File: config.mk
export PLATFORM = sky130hd
export DESIGN_NAME = kmp_stream_matcher_unit
export DESIGN_NICKNAME = d
export VERILOG_FILES = /design/src/rtl/kmpsm_pkg.sv /design/src/rtl/kmp_stream_matcher_unit.sv /design/src/rtl/kmpsm_cell.sv /design/src/rtl/kmpsm_row.sv
export SDC_FILE = /design/constraint.sdc
export NUM_CORES = 2
export LEC_CHECK = 0
export ABC_AREA = 1
export BUFFER_PORTS_ARGS = -buffer_cell sky130_fd_sc_hd__buf_2
export CAP_MARGIN = 0
export CORE_UTILIZATION = 35
export DETAILED_ROUTE_END_ITERATION = 8
export SYNTH_ARGS = -nofsm -noshare
export SYNTH_HDL_FRONTEND = slang
export SYNTH_SLANG_ARGS = --single-unit
File: constraint.sdc
create_clock -name clk -period 8.1 [get_ports clk]
set_input_delay 2.43 -clock clk [delete_from_list [all_inputs] [get_ports clk]]
set_output_delay 2.43 -clock clk [all_outputs]
set_load 0.1 [all_outputs]
File: src/rtl/kmpsm_pkg.sv
package kmpsm_pkg;

    localparam int MAX_PATTERN_DEF = 256;
    localparam int GROUP_SIZE      = 16;
    localparam int DATA_W          = 8;
    localparam int POS_W           = 32;

    typedef enum logic [1:0] {
        CMD_CLEAR  = 2'd0,
        CMD_APPEND = 2'd1,
        CMD_TEXT   = 2'd2
    } cmd_t;

    // broadcast to every cell of the row
    typedef struct packed {
        logic              clear;
        logic              load;
        logic              scan;
        logic [DATA_W-1:0] data;
    } cell_ctl_t;

endpackage

File: src/rtl/kmp_stream_matcher_unit.sv
// channel  direction  handshake            payload
// in       input      in_valid / in_stall  command, data_byte
// out      output     out_valid/ out_stall match_position, match_count
//
// one item per cycle unless stalled; a hit is registered in s1, s2 and the output stage
// the row of cells updates its prefix-match bits in the cycle the byte is taken,
// the match flags then pass through a two-level registered or-tree
// reset empties the pattern and clears position, count and the pipeline
// a hit reaching the last stage behind a stalled result holds the pipeline and the input
module kmp_stream_matcher_unit
    import kmpsm_pkg::*;
#(
    parameter int MAX_PATTERN = MAX_PATTERN_DEF
)
(
    input  logic              clk,
    input  logic              rst_n,
    input  logic              in_valid,
    output logic              in_stall,
    input  logic [1:0]        command,
    input  logic [DATA_W-1:0] data_byte,
    output logic              out_valid,
    input  logic              out_stall,
    output logic [POS_W-1:0]  match_position,
    output logic [POS_W-1:0]  match_count
);

    localparam int LEN_W = $clog2(MAX_PATTERN + 1);
    localparam int NGRP  = (MAX_PATTERN + GROUP_SIZE - 1) / GROUP_SIZE;

    logic                   go;
    logic                   accept;
    cmd_t                   cmd;
    cell_ctl_t              ctl;
    logic [MAX_PATTERN-1:0] hit;

    logic [LEN_W-1:0]       len_reg;
    logic [LEN_W-1:0]       len_next;
    logic [POS_W-1:0]       pos_reg;
    logic [POS_W-1:0]       pos_next;

    logic                   s1_valid_reg;
    logic                   s1_clear_reg;
    logic [MAX_PATTERN-1:0] s1_hit_reg;
    logic [POS_W-1:0]       s1_pos_reg;
    logic [LEN_W-1:0]       s1_len_reg;
    logic [NGRP*GROUP_SIZE-1:0] hit_pad;
    logic [NGRP-1:0]        grp;

    logic                   s2_valid_reg;
    logic                   s2_clear_reg;
    logic [NGRP-1:0]        s2_grp_reg;
    logic [POS_W-1:0]       s2_mpos_reg;
    logic                   s2_hit;

    logic                   out_valid_reg;
    logic                   out_valid_next;
    logic [POS_W-1:0]       match_position_reg;
    logic [POS_W-1:0]       match_count_reg;
    logic [POS_W-1:0]       count_reg;
    logic [POS_W-1:0]       count_next;

    assign cmd    = cmd_t'(command);
    assign s2_hit = |s2_grp_reg;
    assign go     = !(s2_valid_reg && s2_hit && out_valid_reg && out_stall);
    assign accept = in_valid && go;

    assign in_stall = !go;

    always_comb
    begin
        ctl.clear = accept && (cmd == CMD_CLEAR);
        ctl.load  = accept && (cmd == CMD_APPEND);
        ctl.scan  = accept && (cmd == CMD_TEXT);
        ctl.data  = data_byte;
    end

    kmpsm_row #(
        .MAX_PATTERN (MAX_PATTERN)
    ) u_row (
        .clk   (clk),
        .rst_n (rst_n),
        .ctl   (ctl),
        .hit   (hit)
    );

    always_comb
    begin
        len_next = len_reg;
        pos_next = pos_reg;
        if (ctl.clear)
        begin
            len_next = '0;
            pos_next = '0;
        end
        else if (ctl.load)
        begin
            if (len_reg != LEN_W'(MAX_PATTERN))
            begin
                len_next = len_reg + LEN_W'(1);
            end
        end
        else if (ctl.scan)
        begin
            if (pos_reg != {POS_W{1'b1}})
            begin
                pos_next = pos_reg + POS_W'(1);
            end
        end
    end

    always_comb
    begin
        hit_pad                  = '0;
        hit_pad[MAX_PATTERN-1:0] = s1_hit_reg;
    end

    for (genvar g = 0; g < NGRP; g++)
    begin : g_grp
        assign grp[g] = |hit_pad[g*GROUP_SIZE +: GROUP_SIZE];
    end

    always_comb
    begin
        count_next     = count_reg;
        out_valid_next = out_valid_reg && out_stall;
        if (go && s2_valid_reg)
        begin
            if (s2_clear_reg)
            begin
                count_next = '0;
            end
            else if (s2_hit)
            begin
                if (count_reg != {POS_W{1'b1}})
                begin
                    count_next = count_reg + POS_W'(1);
                end
                out_valid_next = 1'b1;
            end
        end
    end

    always_ff @(posedge clk or negedge rst_n)
    begin
        if (!rst_n)
        begin
            len_reg       <= '0;
            pos_reg       <= '0;
            s1_valid_reg  <= 1'b0;
            s1_clear_reg  <= 1'b0;
            s2_valid_reg  <= 1'b0;
            s2_clear_reg  <= 1'b0;
            s2_grp_reg    <= '0;
            out_valid_reg <= 1'b0;
            count_reg     <= '0;
        end
        else
        begin
            len_reg       <= len_next;
            pos_reg       <= pos_next;
            out_valid_reg <= out_valid_next;
            count_reg     <= count_next;
            if (go)
            begin
                s1_valid_reg <= accept;
                s1_clear_reg <= ctl.clear;
                s2_valid_reg <= s1_valid_reg;
                s2_clear_reg <= s1_clear_reg;
                s2_grp_reg   <= s1_valid_reg ? grp : '0;
            end
        end
    end

    always_ff @(posedge clk)
    begin
        if (go)
        begin
            s1_hit_reg  <= hit;
            s1_pos_reg  <= pos_next;
            s1_len_reg  <= len_reg;
            s2_mpos_reg <= s1_pos_reg - POS_W'(s1_len_reg) + POS_W'(1);
            if (s2_valid_reg && !s2_clear_reg && s2_hit)
            begin
                match_position_reg <= s2_mpos_reg;
                match_count_reg    <= count_next;
            end
        end
    end

    assign out_valid      = out_valid_reg;
    assign match_position = match_position_reg;
    assign match_count    = match_count_reg;

endmodule

File: src/rtl/kmpsm_cell.sv
module kmpsm_cell
    import kmpsm_pkg::*;
(
    input  logic      clk,
    input  logic      rst_n,
    input  cell_ctl_t ctl,
    input  logic      prev_bit,
    input  logic      prev_valid,
    input  logic      next_valid,
    output logic      bit_q,
    output logic      valid_q,
    output logic      hit
);

    logic [DATA_W-1:0] data_reg;
    logic              valid_reg;
    logic              valid_next;
    logic              bit_reg;
    logic              bit_next;
    logic              match;
    logic              last;

    // this cell extends a prefix match ending one text byte earlier
    assign match = valid_reg & prev_bit & (data_reg == ctl.data);
    assign last  = valid_reg & ~next_valid;
    assign hit   = ctl.scan & match & last;

    always_comb
    begin
        valid_next = valid_reg;
        bit_next   = bit_reg;
        if (ctl.clear)
        begin
            valid_next = 1'b0;
            bit_next   = 1'b0;
        end
        else if (ctl.load)
        begin
            if (prev_valid && !valid_reg)
            begin
                valid_next = 1'b1;
            end
        end
        else if (ctl.scan)
        begin
            // a full match falls back to its borders, held by the shorter cells
            bit_next = match & ~last;
        end
    end

    always_ff @(posedge clk or negedge rst_n)
    begin
        if (!rst_n)
        begin
            valid_reg <= 1'b0;
            bit_reg   <= 1'b0;
        end
        else
        begin
            valid_reg <= valid_next;
            bit_reg   <= bit_next;
        end
    end

    always_ff @(posedge clk)
    begin
        if (ctl.load && prev_valid && !valid_reg)
        begin
            data_reg <= ctl.data;
        end
    end

    assign bit_q   = bit_reg;
    assign valid_q = valid_reg;

endmodule

File: src/rtl/kmpsm_row.sv
module kmpsm_row
    import kmpsm_pkg::*;
#(
    parameter int MAX_PATTERN = MAX_PATTERN_DEF
)
(
    input  logic                   clk,
    input  logic                   rst_n,
    input  cell_ctl_t              ctl,
    output logic [MAX_PATTERN-1:0] hit
);

    logic [MAX_PATTERN-1:0] bits;
    logic [MAX_PATTERN-1:0] valids;
    logic [MAX_PATTERN:0]   bit_chain;
    logic [MAX_PATTERN+1:0] valid_chain;

    // cell 0 always has a matched empty prefix before it, nothing follows the last cell
    assign bit_chain   = {bits, 1'b1};
    assign valid_chain = {1'b0, valids, 1'b1};

    for (genvar j = 0; j < MAX_PATTERN; j++)
    begin : g_cell
        kmpsm_cell u_cell (
            .clk        (clk),
            .rst_n      (rst_n),
            .ctl        (ctl),
            .prev_bit   (bit_chain[j]),
            .prev_valid (valid_chain[j]),
            .next_valid (valid_chain[j+2]),
            .bit_q      (bits[j]),
            .valid_q    (valids[j]),
            .hit        (hit[j])
        );
    end

endmodule

# After elaboration in Yosys (flattened, before gate mapping)
# Cells that the tools add are included.
# word_totals
regBits	3046
inputBits	14
elab_cells	6209
# classes
n_addsub	5
muxes	1547
eq_ne	262
n_reduce_logical	1569
bitwise_logic	2044
# ops
cell	n
8-bit == test	256
1-bit two-way mux	1535
1-bit AND	1533
1-bit logical AND	777
2-bit AND reduction	258
2-bit nonzero test	258
1-bit NOT	511
16-bit OR reduction	17
1-bit logical NOT	258
32-bit two-way mux	8
32-bit by 1-bit adder with 32-bit output, second input constant	3
32-bit != test, second input constant	2
32-bit by 9-bit subtractor with 32-bit output	1
9-bit two-way mux	3
16-bit two-way mux	1
9-bit by 1-bit adder with 9-bit output, second input constant	1
9-bit != test, second input constant	1
2-bit by 1-bit == test with 1-bit output, second input constant	1
2-bit == test, second input constant	1
2-bit logical NOT	1
2-bit != test, second input constant	1

# Logic depth before layout (Yosys ltp)
# depth
depth_word	10
depth_mapped	15
ltp_nobuf	15

# By module
# From an unflattened synthesis, not the netlist that was laid out.
# unflattened
cells_unflattened	17660
area_unflattened_um2	150891.0
# by_module_without_submodules
module	cells_per_inst	area_each_um2	seq_area_each_um2	instances
kmpsm_cell	62	509.2	290.3	256
kmp_stream_matcher_unit	1786	20518.4	14153.6	1
kmpsm_row	2	7.5	0.0	1

# Worst setup path before layout
# Ideal clock, no wire load.
# synth_path
path_kind	input port to output port
startpoint	input out_stall
endpoint	output in_stall
t_arrival_ns	5.627
path_slack_ns	0.043
required_ns	5.670
path_stages	6
path_cell_list	nand2_1 nor2_1 nand2_2 buf_6 clkinv_1 clkbuf_1
# synth_between
elab_chain_len	1
# synth_lines
element	line_no	source
start: declaration	kmp_stream_matcher_unit.sv:23	input logic out_stall,
1-bit logical AND	kmp_stream_matcher_unit.sv:65	assign go = !(s2_valid_reg && s2_hit && out_valid_reg && out_stall);
end: declaration	kmp_stream_matcher_unit.sv:19	output logic in_stall,
# No other way between the ends.

# Worst setup path in the final report
# Same ends and word-level chain as after synthesis.

==> insert_results.sql <==
INSERT INTO impl_metrics (metric_group, metric, value, unit) VALUES
('run_status', 'run_status', 'finished clean', ''),
('grt', 'grt_pass1_vias', '86500', ''),
('grt', 'grt_overflow', '0', ''),
('yosys', 'postSynthAreaPerCell', '10.8', 'um2'),
('cts', 'cts.repair.resized', '0', ''),
('grt', 'grt_first_pass_wirelength', '521', 'mm'),
('cts', 'cts.clk_slew.worst_paths', '0.06', 'ns'),
('yosys', 'yosys-mux-area-fraction', '0', '%'),
('worst_setup_path', 'cpPeakStageDelay', '0.51', 'ns'),
('sta', 'timing_worst_slew_pin_value', '1.19', 'ns'),
('final_layout', 'final_nets', '12400', ''),
('worst_setup_path', 'start_kind', 'primary input', ''),
('grt', 'antenna_found_initial', '10', ''),
('cts', 'clock_tree.buffer_depth', '4', ''),
('yosys', 'postSynthNetCount', '12400', ''),
('yosys', 'synth.lib_cells_used.distinct', '49', ''),
('cts', 'cts.sinks', '3046', ''),
('worst_setup_path', 'cp.required', '5.67', 'ns'),
('sta', 'min_period', '6.58', 'ns'),
('sta', 'setup_tns', '0', 'ns'),
('floorplanning', 'std_cell_rows', '226', ''),
('yosys', 'synth_enable_flop_cells', '2441', ''),
('worst_setup_path', 'ff2ff_setup_slack', '2.96', 'ns'),
('sta', 'setup_violations', '0', ''),
('yosys', 'yosys.area_share.xor_xnor', '4.91', '%'),
('worst_setup_path', 'critPathMaxFanout', '43', ''),
('worst_setup_path', 'cp_top_family', 'buffers and inverters', ''),
('power_and_ir_drop', 'p_sw', '9000', 'uW'),
('sta', 'max-slew-margin-rel', '20.3', '%'),
('yosys', 'cell_area_after_technology_mapping', '134000', 'um2'),
('power_and_ir_drop', 'cell_leakage_power', '0.0557', 'uW'),
('sta', 'final.hold.worst_slack', '0.417', 'ns'),
('floorplanning', 'io_pins', '80', ''),
('worst_setup_path', 'worst_setup_path_class', 'primary input to primary output', ''),
('hold_path', 'hold_class', 'flop to flop', ''),
('final_layout', 'largest_register_ff_count', '2048', ''),
('cts', 'cts_hold_repair.buffers', '0', ''),
('floorplanning', 'floorplan.initialDensity', '35.2', '%'),
('yosys', 'ys_warn_count', '0', ''),
('power_and_ir_drop', 'share_of_total_power_in_combinational_logic', '9.1', '%'),
('power_and_ir_drop', 'share_seq_of_total_power', '50.1', '%'),
('cts', 'cts_max_level', '5', ''),
('power_and_ir_drop', 'p_sw_share', '24.9', '%'),
('drt', 'vias_per_cell', '5.10', ''),
('sta', 'rsz0062_at_grt', 'no', ''),
('yosys', 'synth_fa_ha_area_share', '0.417', '%'),
('placement', 'finalWeightedCongestion', '0.825', ''),
('sta', 'final_max_slew_viol_count', '0', ''),
('drt', 'detail_route.iter0.violations', '7714', ''),
('worst_setup_path', 'worstPathCellList', 'buf_2 -> nand2_1 -> nor2_1 -> nand2_8 -> clkinv_1 -> buf_4 -> buf_2', ''),
('floorplanning', 'chipWidth', '620', 'um'),
('cts', 'post_cts_buffers', '0', ''),
('power_and_ir_drop', 'share_clk_of_total_power', '40.8', '%'),
('sta', 'timing.final.crit_share', '81.2', '%'),
('placement', 'detailed_place_hpwl', '189', 'mm'),
('sta', 'clock.fmax', '0.152', 'GHz'),
('run', 'cap_viol_max_count', '0', ''),
('final_layout', 'drive_above_1_share', '6.42', '%'),
('floorplanning', 'core-area', '380000', 'um2'),
('cts', 'cts_inserted_buffers', '321', ''),
('placement', 'place.port_buffers', '79', ''),
('drt', 'wl_per_cell', '19.5', 'um'),
('yosys', 'post_synth_and_or_nand_nor_area_fraction', '16.4', '%'),
('sta', 'worst_clock_skew', '0.0460', 'ns'),
('floorplanning', 'dieHeight', '620', 'um'),
('worst_setup_path', 'timing.critical_path.buf_inv', '4', ''),
('power_and_ir_drop', 'power.density', '241', 'nW/um2'),
('cts', 'clkLatencyLatePin', '0.93', 'ns'),
('drt', 'first_pass_iters', '6', ''),
('yosys', 'synthesis.instances', '12300', ''),
('cts', 'clock-root-buffer', 'clkbuf_16', '');
layout make-up:
type                       instances  area, um2
timing repair buffer             232       2240
tap                             5016       6280
antenna                            1       2.50
fill                           35900     229000
multi-input combinational       7725      39100
sequential                      3046      88400
clock inverter                   136       1450
clock buffer                     462       9130
inverter                         967       3700
layout by cell type (no fill, tap or decap), drive strengths merged, types with 16 or more instances in the layout:
cell and instances:
o21bai 30, clkinv 87, bufinv 21, clkbuf 462, or2 61, dfrtp 605, nor4 166, edfxtp 2441
a211oi 163, o22ai 476, nand3 708, nand4 189, nor3b 29, a21oi 384, nor3 145, xnor2 383
nand2 2282, a22o 25, buf 232, xor2 367, or4 16, inv 982, ha 43, o21ai 607
nand3b 17, nor2 1594
logic make-up after synthesis:
kind of cell / count (synthesis)
xor+xnor: 750
fa+ha+maj: 44
flops: 3046
compound gates: 1720
buf+inv: 1563
simple gates: 5211
power by group through the flow:
| stage | registers [uW] | logic, uW | clock network (uW) |
|---|---|---|---|
| 6_report | 18200 | 3290 | 14800 |
| 5_1_grt | 18200 | 3700 | 15600 |
| 4_1_cts | 18100 | 3310 | 15000 |
| 3_5_place_dp | 18500 | 3300 | 0 |
| 3_3_place_gp | 18400 | 3250 | 0 |
| 2_1_floorplan | 18300 | 2200 | 0 |
worst paths after layout:
path / startpoint / to / cells after the start
max in group asynchronous: rst_n / u_row.g_cell[120].u_cell.valid_q / 2
hold / removal: s2_mpos_reg[9] / match_position[9] / 0
min in group asynchronous: rst_n / count_reg[2] / 1
setup reg to reg: s2_grp_reg[13] / hit_pad[178] / 9
hold reg to reg: s2_mpos_reg[9] / match_position[9] / 0
setup / recovery: out_stall / in_stall / 7
synth_stat cells, drive strengths merged (163+ instances only):
library cell | count | area (um2)
edfxtp | 2441 | 73300
nand2 | 2282 | 8590
nor2 | 1594 | 6010
inv | 965 | 3620
nand3 | 708 | 3550
o21ai | 607 | 3040
dfrtp | 605 | 15100
o22ai | 476 | 2980
a21oi | 384 | 1920
xnor2 | 383 | 3350
xor2 | 367 | 3210
buf | 357 | 1790
clkbuf | 239 | 897
nand4 | 189 | 1190
nor4 | 166 | 1040
a211oi | 163 | 1220
stage by stage:
stage	cell area [um2]	util (%)	worst slack, ns	total power (uW)	std cells
2_1_floorplan	134000	-	0.0432	20500	12300
3_3_place_gp	140000	36.8	1.55	21700	17000
3_5_place_dp	140000	36.8	1.54	21800	17000
4_1_cts	150000	39.6	1.51	36500	17600
5_1_grt	150000	39.6	1.46	37500	17600
6_report	150000	39.6	1.52	36200	17600
metal layers:
layer	vias to the layer above	wire, um	track usage [%]
li1	42600	-	-
met1	43800	152000	23.8
met2	2666	158000	28.6
met3	534	22200	2.76
met4	6	10200	5.43
met5	-	37	0
Note: power is estimated with default switching activity, not from simulation.
